**src/rtl/clcd_pkg.sv**
```systemverilog
`default_nettype none
package clcd_pkg;

    localparam int unsigned AP_W     = 10;
    localparam int unsigned CMD_S_W  = 13;
    localparam int unsigned CHR_S_W  = 10;
    localparam int unsigned EN_W     = 8;
    localparam int unsigned WAIT_W   = 15;
    localparam int unsigned EXTRA_W  = 15;
    localparam int unsigned CLR_W    = 11;
    localparam int unsigned STEP_W   = 4;
    localparam int unsigned CFG_IX_W = 3;
    localparam int unsigned CFG_D_W  = 13;

    localparam logic [WAIT_W-1:0]  WAIT_MAX       = 15'h7FFF;
    localparam logic [EXTRA_W-1:0] POWER_WAIT_US  = 15'd20000;
    localparam logic [EXTRA_W-1:0] FIRST_EXTRA_US = 15'd5000;
    localparam logic [EXTRA_W-1:0] SECOND_EXTRA_US = 15'd150;
    localparam logic [CLR_W-1:0]   CLEAR_EXTRA_US = 11'd2000;

    localparam logic [7:0] BYTE_FUNC_SET = 8'h28;
    localparam logic [7:0] BYTE_DISP_ON  = 8'h0C;
    localparam logic [7:0] BYTE_ENTRY    = 8'h06;
    localparam logic [7:0] BYTE_CLEAR    = 8'h01;
    localparam logic [3:0] NIB_WAKE      = 4'h3;
    localparam logic [3:0] NIB_FOUR_BIT  = 4'h2;
    localparam logic [3:0] NIB_NONE      = 4'h0;

    localparam logic [STEP_W-1:0] STEP_POWER   = 4'd0;
    localparam logic [STEP_W-1:0] STEP_WAKE0   = 4'd1;
    localparam logic [STEP_W-1:0] STEP_WAKE1   = 4'd2;
    localparam logic [STEP_W-1:0] STEP_WAKE2   = 4'd3;
    localparam logic [STEP_W-1:0] STEP_4BIT    = 4'd4;
    localparam logic [STEP_W-1:0] STEP_BYTE_HI = 4'd11;
    localparam logic [STEP_W-1:0] STEP_FINAL   = 4'd12;

    typedef enum logic [2:0] {
        OP_INIT   = 3'd0,
        OP_CMD    = 3'd1,
        OP_CHAR   = 3'd2,
        OP_CURSOR = 3'd3,
        OP_CLEAR  = 3'd4
    } t_op;

    typedef enum logic [CFG_IX_W-1:0] {
        REG_ENABLE_HIGH  = 3'd0,
        REG_AFTER_PULSE  = 3'd1,
        REG_CMD_SETTLE   = 3'd2,
        REG_CHAR_SETTLE  = 3'd3
    } t_reg_ix;

    typedef enum logic [1:0] {
        S_IDLE,
        S_LOAD,
        S_SEND
    } t_state;

    typedef struct packed {
        logic [AP_W-1:0]    base;
        logic [EXTRA_W-1:0] extra;
        logic [CLR_W-1:0]   clear;
    } t_wait_terms;

    function automatic logic [7:0] init_byte(input logic [STEP_W-1:0] step);
        logic [7:0] b;
        case (step)
            4'd5, 4'd6:  b = BYTE_FUNC_SET;
            4'd7, 4'd8:  b = BYTE_DISP_ON;
            4'd9, 4'd10: b = BYTE_ENTRY;
            default:     b = BYTE_CLEAR;
        endcase
        return b;
    endfunction

endpackage
`default_nettype wire

```
**src/rtl/clcd_wait_sat.sv**
```systemverilog
`default_nettype none
module clcd_wait_sat (
    input  clcd_pkg::t_wait_terms                i_terms,
    output logic [clcd_pkg::WAIT_W-1:0]          o_wait_us
);
    import clcd_pkg::*;

    logic [WAIT_W+1:0] sum;

    assign sum = (WAIT_W+2)'(i_terms.base) + (WAIT_W+2)'(i_terms.extra)
               + (WAIT_W+2)'(i_terms.clear);

    assign o_wait_us = (sum > (WAIT_W+2)'(WAIT_MAX)) ? WAIT_MAX : sum[WAIT_W-1:0];

endmodule
`default_nettype wire

```
**src/rtl/char_lcd_4bit_interface_sequencer.sv**
```systemverilog
// Channel   Direction  Handshake                    Payload
// in        sink       i_in_valid / o_in_ready      i_cmd i_value i_column i_line
// out       source     o_out_valid / i_out_ready    o_register_select o_nibble o_pulse
//                                                   o_wait_us o_last
// cfg       sink       i_cfg_valid / o_cfg_ready    i_cfg_index i_cfg_data
//
// Each transfer forms its word in S_LOAD through the shared wait adder and presents it
// in S_SEND. A byte operation sends two words, init thirteen, plus output stalls.
// An unknown operation is accepted and gives nothing.
// Synchronous active-low reset returns to idle with the register reset values.
// o_in_ready is high only in idle; a stalled output word holds until taken.
`default_nettype none
module char_lcd_4bit_interface_sequencer (
    input  wire logic                             i_clk,
    input  wire logic                             i_rst_n,
    input  wire logic                             i_in_valid,
    output logic                                  o_in_ready,
    input  wire logic [2:0]                       i_cmd,
    input  wire logic [7:0]                       i_value,
    input  wire logic [5:0]                       i_column,
    input  wire logic                             i_line,
    output logic                                  o_out_valid,
    input  wire logic                             i_out_ready,
    output logic                                  o_register_select,
    output logic [3:0]                            o_nibble,
    output logic                                  o_pulse,
    output logic [clcd_pkg::WAIT_W-1:0]           o_wait_us,
    output logic                                  o_last,
    input  wire logic                             i_cfg_valid,
    output logic                                  o_cfg_ready,
    input  wire logic [clcd_pkg::CFG_IX_W-1:0]    i_cfg_index,
    input  wire logic [clcd_pkg::CFG_D_W-1:0]     i_cfg_data
);
    import clcd_pkg::*;

    t_state              r_state, n_state;
    logic [STEP_W-1:0]   r_step, n_step;
    logic                r_init, r_clear, r_rs;
    logic [7:0]          r_byte;

    logic [EN_W-1:0]     r_enable_high_us;
    logic [AP_W-1:0]     r_after_pulse_us;
    logic [CMD_S_W-1:0]  r_cmd_settle_us;
    logic [CHR_S_W-1:0]  r_char_settle_us;

    logic                r_o_rs, r_o_pulse, r_o_last;
    logic [3:0]          r_o_nib;
    logic [WAIT_W-1:0]   r_o_wait;

    logic                in_acc, known_op, clear_now, lo_nib, d_pulse;
    logic [7:0]          cur_byte;
    logic [3:0]          d_nib;
    t_wait_terms         terms;
    logic [WAIT_W-1:0]   sum_wait;

    assign o_in_ready  = (r_state == S_IDLE);
    assign o_cfg_ready = 1'b1;
    assign in_acc      = i_in_valid && o_in_ready;
    assign known_op    = (i_cmd <= 3'(OP_CLEAR));

    always_ff @(posedge i_clk) begin
        if (!i_rst_n) begin
            r_enable_high_us <= 8'd1;
            r_after_pulse_us <= 10'd100;
            r_cmd_settle_us  <= 13'd2000;
            r_char_settle_us <= 10'd50;
        end else if (i_cfg_valid && o_cfg_ready) begin
            case (t_reg_ix'(i_cfg_index))
                REG_ENABLE_HIGH: r_enable_high_us <= i_cfg_data[EN_W-1:0];
                REG_AFTER_PULSE: r_after_pulse_us <= i_cfg_data[AP_W-1:0];
                REG_CMD_SETTLE:  r_cmd_settle_us  <= i_cfg_data[CMD_S_W-1:0];
                REG_CHAR_SETTLE: r_char_settle_us <= i_cfg_data[CHR_S_W-1:0];
                default: ;
            endcase
        end
    end

    always_ff @(posedge i_clk) begin
        if (!i_rst_n) begin
            r_state <= S_IDLE;
            r_step  <= STEP_POWER;
        end else begin
            r_state <= n_state;
            r_step  <= n_step;
        end
    end

    always_ff @(posedge i_clk) begin
        if (in_acc) begin
            r_init  <= (i_cmd == OP_INIT);
            r_clear <= (i_cmd == OP_CLEAR);
            r_rs    <= (i_cmd == OP_CHAR);
            case (t_op'(i_cmd))
                OP_CURSOR: r_byte <= {1'b1, i_line, i_column};
                OP_CLEAR:  r_byte <= BYTE_CLEAR;
                default:   r_byte <= i_value;
            endcase
        end
        if (r_state == S_LOAD) begin
            r_o_rs    <= r_rs;
            r_o_nib   <= d_nib;
            r_o_pulse <= d_pulse;
            r_o_wait  <= sum_wait;
            r_o_last  <= (r_step == STEP_FINAL);
        end
    end

    always_comb begin
        n_state = r_state;
        n_step  = r_step;
        case (r_state)
            S_IDLE: begin
                if (in_acc && known_op) begin
                    n_state = S_LOAD;
                    n_step  = (i_cmd == OP_INIT) ? STEP_POWER : STEP_BYTE_HI;
                end
            end
            S_LOAD: n_state = S_SEND;
            S_SEND: begin
                if (i_out_ready) begin
                    if (r_step == STEP_FINAL) begin
                        n_state = S_IDLE;
                    end else begin
                        n_state = S_LOAD;
                        n_step  = r_step + STEP_W'(1);
                    end
                end
            end
            default: n_state = S_IDLE;
        endcase
    end

    assign cur_byte  = r_init ? init_byte(r_step) : r_byte;
    assign lo_nib    = !r_step[0];
    assign clear_now = r_clear || (r_init && r_step >= STEP_BYTE_HI);

    always_comb begin
        d_pulse     = 1'b1;
        d_nib       = lo_nib ? cur_byte[3:0] : cur_byte[7:4];
        terms.base  = r_after_pulse_us;
        terms.extra = '0;
        terms.clear = '0;
        if (r_init && r_step <= STEP_4BIT) begin
            d_nib = NIB_WAKE;
            case (r_step)
                STEP_POWER: begin
                    d_pulse     = 1'b0;
                    d_nib       = NIB_NONE;
                    terms.base  = '0;
                    terms.extra = POWER_WAIT_US;
                end
                STEP_WAKE0: terms.extra = FIRST_EXTRA_US;
                STEP_WAKE1: terms.extra = SECOND_EXTRA_US;
                STEP_WAKE2: terms.extra = '0;
                STEP_4BIT:  d_nib = NIB_FOUR_BIT;
                default: ;
            endcase
        end else if (lo_nib) begin
            terms.extra = r_rs ? EXTRA_W'(r_char_settle_us) : EXTRA_W'(r_cmd_settle_us);
            terms.clear = clear_now ? CLEAR_EXTRA_US : '0;
        end
    end

    clcd_wait_sat u_wait (
        .i_terms   (terms),
        .o_wait_us (sum_wait)
    );

    assign o_out_valid       = (r_state == S_SEND);
    assign o_register_select = r_o_rs;
    assign o_nibble          = r_o_nib;
    assign o_pulse           = r_o_pulse;
    assign o_wait_us         = r_o_wait;
    assign o_last            = r_o_last;

    logic unused_en;
    assign unused_en = ^r_enable_high_us;

endmodule
`default_nettype wire

```
**config.mk**
```make
export PLATFORM = sky130hd
export DESIGN_NAME = char_lcd_4bit_interface_sequencer
export DESIGN_NICKNAME = d
export VERILOG_FILES = /design/src/rtl/clcd_pkg.sv /design/src/rtl/clcd_wait_sat.sv /design/src/rtl/char_lcd_4bit_interface_sequencer.sv
export SDC_FILE = /design/constraint.sdc
export NUM_CORES = 1
export LEC_CHECK = 0
export ABC_CLOCK_PERIOD_IN_PS = 4900
export BUFFER_PORTS_ARGS = -buffer_cell sky130_fd_sc_hd__buf_2
export CORE_MARGIN = 3
export CORE_UTILIZATION = 40
export CTS_CLUSTER_DIAMETER = 30
export DETAILED_ROUTE_END_ITERATION = 12
export PLACE_DENSITY = 0.62
export SYNTH_ARGS = -nofsm -noshare
export SYNTH_HDL_FRONTEND = slang
export SYNTH_SLANG_ARGS = --single-unit
```
**constraint.sdc**
```tcl
create_clock -name i_clk -period 4.9 [get_ports i_clk]
set_clock_uncertainty 0.2 [all_clocks]
set_input_delay 0.98 -clock i_clk [delete_from_list [all_inputs] [get_ports i_clk]]
set_output_delay 0.98 -clock i_clk [all_outputs]
set_load 0.01 [all_outputs]
```
==> impl_metrics.py, run 1 <==
metrics = {
    "logic_synthesis": {
        "synth_top_area_share_pct": 23.97,
        "synth_edf_count": 33,
        "yosysTopAreaCell": "edfxtp_1",
        "synth-seq-cells": 72,
        "seq_area_frac_synth_pct": 42.86,
        "synthDistinctLibCells": 64,
        "syn_area_per_cell_sq_um": 9.066,
        "yosys_warnings": 0,
        "synthCells": 456,
        "synth_area_sq_mm": 0.004134,
        "synth_nets": 517,
        "ys_async_sr_fraction_pct": 0,
        "synth_ff_type": "dfxtp_1",
        "synthTopCellsByArea": "edfxtp_1, dfxtp_1, nand2_1, ha_1, a21boi_0",
    },
    "pwr": {
        "p_leak_nw": 1.887,
        "power_density_mw_per_mm2": 318.2,
        "peakVddDrop_mv": 0.1388,
    },
    "global_routing": {
        "grt_pass1_wl_um": 14460,
        "use_met1_pct": 21.76,
        "grt.busiest_layer": "met2",
        "grt_max_degree": 40,
        "grtUsageMet2_pct": 24.07,
        "antenna_found_initial": 0,
        "met3_usage_pct": 2.999,
        "grt_usage_pct": 15.59,
        "overflow": 0,
        "first_global_vias": 3114,
    },
    "placed_design": {
        "placed_area_sq_mm": 0.004538,
        "dp_hpwl_um": 6666,
        "io_buffers": 62,
        "finalWeightedCongestion": 0.8527,
    },
    "final_layout": {
        "layout_common_cells": "nand2_1, buf_2, dfxtp_1",
        "multiInputGateArea_sq_mm": 0.002202,
        "regArea_sq_mm": 0.001772,
        "n_antenna_cell": 0,
        "syn2layout_area_growth_pct": 13.86,
        "layout_commonest_cell": "nand2_1",
        "fillCellCount": 1011,
        "final_util_pct": 47.50,
        "stdcell_area_sq_mm": 0.004707,
        "drive_gt1_share_pct": 20.23,
        "final_nets": 570,
    },
    "worst_setup_path": {
        "cp.required_ns": 4.79,
        "startpoint_type": "register",
        "max_stage_delay_ns": 0.42,
        "crit_path_end_kind": "register",
        "crit_type": "register to register",
        "cpMaxStageDelayCell": "dfxtp_1",
        "path_cells": "inv_1 > ha_1 > nand2b_1 > nand2_1 > nand2_2 > o21ai_0 > ha_1 > nor2b_1 > o31ai_2 > nand2b_1 > a21oi_1 > xnor2_1 > ha_1 > a21o_1 > a21oi_1 > nor2b_1 > o31a_1 > o21ai_1 > xor2_1",
        "cpMostUsedCell": "ha_1",
        "critical_path_arrival_ns": 4.39,
        "critPathMaxFanout": 13,
    },
    "detailed_routing": {
        "vias": 3322,
        "postRouteAntennaNets": 0,
        "drc": 0,
        "post_drt_wl_per_cell_um": 13.73,
        "viasPerCell": 5.134,
        "drtPass1Iterations": 5,
        "first_iter_violations": 186,
        "totalWireLength_um": 8883,
    },
    "timing": {
        "holdWs_ns": 0.2605,
        "min_period_ns": 4.505,
        "drv_slew": 0,
        "final-setup-viol-count": 0,
        "rsz0062_at_grt": "no",
        "finalSetupTns_ns": 0,
        "hold_violations": 0,
        "maxSlewHeadroom_pct": 26.75,
        "worstMarginPinSlew_ns": 1.094,
        "fmax_ghz": 0.2220,
        "min_period_over_period_pct": 91.93,
    },
    "clocking": {
        "numCtsBuffers": 9,
        "numClockSinks": 72,
        "clock_latency_ns": 0.34,
        "cts_root_buf": "clkbuf_8",
        "clk_path_buf_depth": 2,
        "holdBufCountCts": 0,
        "htreeDepth": 3,
        "tritoncts": "yes",
        "clk_pin_slew_worst_paths_ns": 0.07,
    },
    "floorplan": {
        "dieArea_sq_mm": 0.01159,
        "die_h_um": 107.7,
        "core_area_sq_mm": 0.009910,
        "start_util_pct": 41.72,
        "rows": 36,
        "io_pins": 64,
        "fp.dieW_um": 107.7,
    },
    "run_status": {
        "status": "finished, final reports clean",
    },
    "hold_path": {
        "min_path_type": "register to register",
    },
    "flow_run": {
        "maxCapViolCount": 0,
    },
}
[cell families after synthesis]
group                      synth area share [%]
and+or+nand+nor                           20.76
AOI/OAI and AO/OA                         18.61
DFF                                       42.86
buffers and inverters                     3.995
adders and majority gates                 6.840
xor gates and xnor gates                  3.360
muxes                                     3.480
other                                   0.09071
[worst paths after layout]
kind | to | slack (ns) | from | depth (start not counted)
setup reg to reg | o_wait_us[12] | 0.40 | r_step[1] | 19
setup / recovery | o_wait_us[12] | 0.40 | r_step[1] | 19
hold / removal | r_after_pulse_us[9] | 0.26 | r_after_pulse_us[9] | 2
hold reg to reg | r_after_pulse_us[9] | 0.26 | r_after_pulse_us[9] | 2
[where the power goes]
part / total, mW / internal, mW / switching (mW)
Combinational: 0.381 / 0.162 / 0.218
Clock: 0.419 / 0.196 / 0.223
Sequential: 0.698 / 0.678 / 0.0194
[state kept, by name (all words and copies together), names as in the netlist]
signal             flops
o_wait_us             15
r_cmd_settle_us       13
r_after_pulse_us      10
r_char_settle_us      10
r_byte                 8
o_nibble               4
r_step                 4
r_state                2
o_last                 1
o_pulse                1
o_register_select      1
r_clear                1
r_init                 1
r_rs                   1
[area by class of cell]
cell class,count,share of cell area [%]
multi-input cells,342,46.78
clock buffers,12,3.083
clock inverters,4,0.4519
inverters,20,1.595
repair buffers,64,6.911
flip-flops and latches,72,37.64
well taps,133,3.535
[critical path, delay by kind of cell, from the launching register on]
kind / cells / cell delay (ns)
AO/OA/AOI/OAI: 7 / 1.58
buffers and inverters: 1 / 0.10
flip-flops: 1 / 0.42
adder cells (fa/ha/maj): 3 / 0.86
XOR/XNOR: 2 / 0.23
AND/OR/NAND/NOR: 6 / 0.86
[per-layer routing]
metal / routed length [um] / vias up
li1: - / 1697
met1: 4337 / 1537
met2: 3974 / 77
met3: 458 / 11
met4: 112 / 0
met5: 0 / -
[cell usage after synthesis, types with 2 or more instances]
cell type and instances:
a21boi_2 2, mux2i_1 13, a21boi_0 22, a31o_2 2, buf_2 3, o31ai_2 2
o22ai_1 6, o211ai_1 2, inv_1 19, o21a_1 5, nor2_1 23, edfxtp_1 33
nor2b_1 20, xnor2_1 11, ha_1 21, nand3_1 18, a21oi_1 23, nand2b_1 5
or2_2 3, dfxtp_1 39, nand3b_1 2, nand2_1 86, o21ai_0 25, xor2_1 3
nor3_2 2, and2_1 3, a211oi_2 2, clkbuf_1 18, nor3b_1 6, o21ai_1 3
[timing repair]
action	4_1_cts	5_1_grt
endpoints found under the setup margin	0	2
gates resized for setup	0	2
buffers inserted	0	0
[metrics by stage]
| step | total power, mW | instances | setup WS, ns |
|---|---|---|---|
| floorplan | 0.9955 | 456 | 0.3880 |
| global placement | 1.079 | 631 | 0.5087 |
| detailed placement | 1.088 | 631 | 0.3301 |
| CTS | 1.507 | 647 | 0.3008 |
| global route | 1.576 | 647 | 0.07698 |
| finish | 1.498 | 647 | 0.3955 |
(Power assumes the default switching activity.)
==> run 2, diff against run 1 <==
Settings changed: PLACE_DENSITY 0.62 to 0.67.
==> run 2 against run 1 <==
Compared with the run above: cell count did not move; cell area up 0.29%; die area is the same; routed wire length decreased by 2.0%; non-clock buffer count unchanged; critical endpoint unchanged; worst setup slack got worse by 0.014 ns; sequential share of layout area shrank 0.11 points; sequential power is essentially flat; first-iteration DRC count fell by 12%; maximum frequency fell by 0.32%; sequential cell count is the same.
==> impl_metrics.py, run 2 (synthesis results as in run 1) <==
metrics = {
    "pwr": {
        "p_leak_nw": 1.890,
        "peakVddDrop_mv": 0.1150,
        "power_density_mw_per_mm2": 318.9,
    },
    "timing": {
        "maxSlewHeadroom_pct": 23.49,
        "fmax_ghz": 0.2213,
        "rsz0062_at_grt": "no",
        "hold_violations": 0,
        "finalSetupTns_ns": 0,
        "drv_slew": 0,
        "min_period_ns": 4.519,
        "min_period_over_period_pct": 92.22,
        "worstMarginPinSlew_ns": 1.142,
        "final-setup-viol-count": 0,
        "holdWs_ns": 0.2639,
    },
    "global_routing": {
        "grt_max_degree": 40,
        "grt_pass1_wl_um": 14500,
        "grt_usage_pct": 15.72,
        "overflow": 0,
        "antenna_found_initial": 0,
        "first_global_vias": 3126,
    },
    "final_layout": {
        "syn2layout_area_growth_pct": 14.19,
        "layout_commonest_cell": "nand2_1",
        "drive_gt1_share_pct": 20.62,
        "n_antenna_cell": 0,
        "final_util_pct": 47.64,
        "final_nets": 570,
        "layout_common_cells": "nand2_1, buf_2, dfxtp_1",
        "largest_reg_flops": 15,
    },
    "worst_setup_path": {
        "cpMaxStageDelayCell": "dfxtp_1",
        "cp.required_ns": 4.80,
        "crit_type": "register to register",
        "cpMostUsedCell": "ha_1",
        "critPathMaxFanout": 13,
        "crit_path_end_kind": "register",
        "max_stage_delay_ns": 0.43,
        "path_cells": "inv_1 > ha_1 > nand2b_1 > nand2_1 > nand2_2 > nor2_1 > ha_1 > inv_1 > fa_1 > nor2b_1 > o31ai_2 > nand2b_1 > a21oi_1 > xnor2_1 > ha_1 > a21o_1 > a21oi_1 > nor2b_1 > o31a_1 > o21ai_1 > xor2_1",
        "startpoint_type": "register",
        "critical_path_arrival_ns": 4.41,
    },
    "clocking": {
        "clock_latency_ns": 0.35,
        "numCtsBuffers": 9,
        "clk_pin_slew_worst_paths_ns": 0.08,
        "numClockSinks": 72,
        "clk_path_buf_depth": 2,
        "cts_root_buf": "clkbuf_8",
        "tritoncts": "yes",
        "holdBufCountCts": 0,
        "htreeDepth": 3,
    },
    "detailed_routing": {
        "postRouteAntennaNets": 0,
        "drc": 0,
        "drtPass1Iterations": 4,
        "totalWireLength_um": 8705,
        "viasPerCell": 5.006,
        "first_iter_violations": 163,
        "vias": 3239,
        "post_drt_wl_per_cell_um": 13.45,
    },
    "floorplan": {
        "die_h_um": 107.7,
        "start_util_pct": 41.72,
        "io_pins": 64,
        "core_area_sq_mm": 0.009910,
        "dieArea_sq_mm": 0.01159,
        "fp.dieW_um": 107.7,
        "rows": 36,
    },
    "flow_run": {
        "maxCapViolCount": 0,
    },
    "placed_design": {
        "dp_hpwl_um": 6548,
        "finalWeightedCongestion": 0.8478,
        "io_buffers": 62,
    },
    "hold_path": {
        "min_path_type": "register to register",
    },
    "run_status": {
        "status": "finished, final reports clean",
    },
}
[run 2: timing repair]
action                                  4_1_cts  5_1_grt
resized for setup                             0        2
setup buffers                                 0        0
endpoints found under the setup margin        0        2
[run 2: cell type report]
cell class	count	area, sq um
fill	947	5189
clock buffer	10	137.6
timing repair buffer	64	325.3
multi-input combinational	342	2202
sequential	72	1772
clock inverter	6	42.54
inverter	20	75.07
tap	133	166.4
[run 2: power breakdown]
part	internal (mW)	switching, mW
clock	0.199	0.231
combinational	0.162	0.216
sequential	0.678	0.0199
total	1.04	0.467
[run 2: worst paths after layout]
check,start,depth (start not counted),slack [ns],to
worst max-delay path,r_step[1],21,0.38,o_wait_us[12]
worst min-delay path,r_after_pulse_us[4],2,0.26,r_after_pulse_us[4]
worst max register to register,r_step[1],21,0.38,o_wait_us[12]
worst min register to register,r_after_pulse_us[4],2,0.26,r_after_pulse_us[4]
[run 2: worst max-delay path, delay by kind of cell, from the launching register on]
kind                       cells  cell delay [ns]
AOI/OAI and AO/OA              6             1.03
xor gates and xnor gates       2             0.22
adders and majority gates      4             1.17
buffers and inverters          2             0.14
DFF                            1             0.43
and+or+nand+nor                7             1.08
[run 2: per-layer routing]
layer	GRT usage [%]	routed length [um]	vias to the layer above	share of wire [%]
met5	0	0	-	0
met4	5.140	108	0	1.2
met3	3.659	360	12	4.1
met2	25.04	4055	59	47
met1	21.07	4181	1464	48
li1	-	-	1704	-
[run 2: metrics by stage]
step                setup WS [ns]  area (sq um)  std cells  power [mW]
floorplan                  0.3880          4134        456      0.9955
global placement           0.5179          4538        631       1.076
detailed placement         0.3103          4538        631       1.086
CTS                        0.2983          4718        647       1.515
global route              0.06403          4721        647       1.595
finish                     0.3810          4721        647       1.506
==> run 3, diff against run 2 <==
Settings changed: ABC_CLOCK_PERIOD_IN_PS 4900 to 5300, CTS_CLUSTER_SIZE set to 30, MAX_ROUTING_LAYER set to met4.
Clock period 4.9 ns to 5.3 ns, I/O delays scaled along.
==> run 3 against run 2 <==
Compared with the run above: combinational power fell by 8.5%; core utilization rose by 0.62 points; worst setup slack improved by 0.11 ns; hold slack got worse by 0.0014 ns; clock power rose by 27%; die area did not move; critical endpoint unchanged; count of clock-buffer cells in the layout fell by 1; routed wire length rose by 1.6%.
==> impl_metrics.py, run 3 (synthesis results as in run 1) <==
metrics = {
    "run_status": {
        "status": "finished, final reports clean",
    },
    "hold_path": {
        "min_to": "r_after_pulse_us[5]",
        "min_path_type": "register to register",
        "hp-start": "r_after_pulse_us[5]",
        "holdPathStages": 2,
    },
    "final_layout": {
        "syn2layout_area_growth_pct": 15.68,
        "n_antenna_cell": 0,
        "layout_common_cells": "nand2_1, buf_2, dfxtp_1",
        "fillCellCount": 960,
        "layout_commonest_cell": "nand2_1",
        "final_nets": 569,
        "largest_reg_flops": 15,
        "drive_gt1_share_pct": 20.47,
    },
    "worst_setup_path": {
        "critPathBufInv": 2,
        "crit_family": "compound AO/OA/AOI/OAI gates",
        "max_stage_delay_ns": 0.49,
        "critPathMaxFanout": 13,
        "crit_path_end_kind": "register",
        "path_cells": "inv_1 > ha_1 > nand2b_1 > nand2_1 > nand2_1 > o21ai_0 > inv_1 > fa_1 > nor2b_1 > o31ai_2 > nand2b_1 > a21oi_1 > xnor2_1 > ha_1 > a21o_1 > a21oi_1 > nor2b_1 > o31a_1 > o21ai_1 > xor2_1",
        "critical_path_arrival_ns": 4.72,
        "rrSetupSlack_ns": 0.49,
        "cpMaxStageDelayCell": "dfxtp_2",
        "crit_type": "register to register",
        "reg2reg_depth": 20,
        "startpoint_type": "register",
        "cp.required_ns": 5.21,
        "r2r-start": "r_step[0]",
        "worstReg2RegEnd": "o_wait_us[12]",
    },
    "timing": {
        "min_period_over_period_pct": 90.77,
        "maxSlewHeadroom_pct": 22.40,
        "fin_ws_ns": 0.4892,
        "final-setup-viol-count": 0,
        "worstMarginPinSlew_ns": 1.159,
        "finalSetupTns_ns": 0,
        "rsz0062_at_grt": "no",
        "hold_violations": 0,
        "drv_slew": 0,
        "fmax_ghz": 0.2079,
        "min_period_ns": 4.811,
    },
    "clocking": {
        "cts_root_buf": "clkbuf_8",
        "tritoncts": "yes",
        "post_cts_buffers": 0,
        "clk_path_buf_depth": 2,
        "htreeDepth": 3,
        "numClockSinks": 72,
        "clk_pin_slew_worst_paths_ns": 0.09,
        "numCtsBuffers": 9,
        "cts_repair_resize_count": 0,
        "holdBufCountCts": 0,
        "clock_latency_ns": 0.36,
    },
    "global_routing": {
        "grt_max_degree": 40,
        "antenna_found_initial": 0,
        "first_global_vias": 3154,
        "grt_pass1_wl_um": 14720,
        "grt_usage_pct": 16.38,
        "overflow": 0,
    },
    "floorplan": {
        "rows": 36,
        "start_util_pct": 41.72,
        "die_h_um": 107.7,
        "core_area_sq_mm": 0.009910,
        "io_pins": 64,
        "dieArea_sq_mm": 0.01159,
        "fp.dieW_um": 107.7,
    },
    "pwr": {
        "swShare_pct": 29.07,
        "peakVddDrop_mv": 0.1038,
        "internal_power_mw": 1.094,
        "power_density_mw_per_mm2": 322.4,
        "seqPwrFrac_pct": 42.1,
        "clock_power_share_pct": 35.5,
        "pwr-share-comb_pct": 22.4,
        "p_leak_nw": 1.914,
        "power_switching_mw": 0.4482,
    },
    "detailed_routing": {
        "drc": 0,
        "vias": 3358,
        "viasPerCell": 5.198,
        "drtPass1Iterations": 4,
        "totalWireLength_um": 8840,
        "first_iter_violations": 166,
        "post_drt_wl_per_cell_um": 13.68,
        "postRouteAntennaNets": 0,
    },
    "placed_design": {
        "finalWeightedCongestion": 0.8480,
        "pre_cts_ws_ns": 0.3702,
        "io_buffers": 62,
        "dp_hpwl_um": 6518,
    },
    "flow_run": {
        "maxCapViolCount": 0,
    },
}
==> run 3: cell count changes in the layout (fill, tap and decap cells not counted), sizes merged <==
cell,change
buf,-1
clkbuf,-1
bufinv,+3
clkinv,-2
==> run 3: per-stage QoR <==
step                utilization (%)  std cells  total power, mW  hold slack (ns)  cell area [sq um]
floorplan                         -        456           0.9203           0.2328               4134
global placement              45.72        630           0.9939           0.2475               4531
detailed placement            45.72        630            1.003           0.2490               4531
CTS                           48.24        646            1.550           0.2684               4781
global route                  48.26        646            1.618           0.2956               4782
finish                        48.26        646            1.542           0.2625               4782
==> run 3: layout make-up <==
type	instances	area [sq um]	share of cell area (%)
repair buffers	63	317.8	6.646
flip-flops and latches	72	1773	37.07
well taps	133	166.4	3.480
inverters	20	75.07	1.570
clock inverters	7	126.4	2.643
multi-input cells	342	2200	46.00
clock buffers	9	123.9	2.590
==> run 3: worst max-delay path by stage <==
| stage | from | endpoint | slack (ns) | depth (start not counted) |
|---|---|---|---|---|
| finish | r_step[0] | o_wait_us[12] | 0.49 | 20 |
| global route | r_step[0] | o_wait_us[12] | 0.12 | 20 |
| CTS | r_step[0] | o_wait_us[12] | 0.34 | 20 |
| detailed placement | r_step[0] | o_wait_us[12] | 0.37 | 20 |
| global placement | r_step[0] | o_wait_us[12] | 0.59 | 20 |
| floorplan | r_step[0] | o_wait_us[12] | 0.79 | 23 |
==> run 3: per-layer routing <==
layer	part of all wire (%)	global-route usage (%)	up-vias	wire length, um
li1	-	-	1704	-
met1	48	21.65	1526	4261
met2	44	24.96	111	3930
met3	5.2	2.999	17	463
met4	2.1	6.492	0	185
met5	0	-	-	0
==> run 3: power groups by stage <==
stage,logic [mW],registers (mW),clock network [mW]
CTS,0.344,0.648,0.557
global route,0.390,0.652,0.576
floorplan,0.262,0.658,0
finish,0.346,0.648,0.548
detailed placement,0.342,0.661,0
global placement,0.334,0.660,0
==> run 3: tightest hold or removal path, cell delays in order, from the launching register on <==
cell and delay, ns:
dfxtp_1 0.32, nand2_1 0.05, nand3_1 0.06
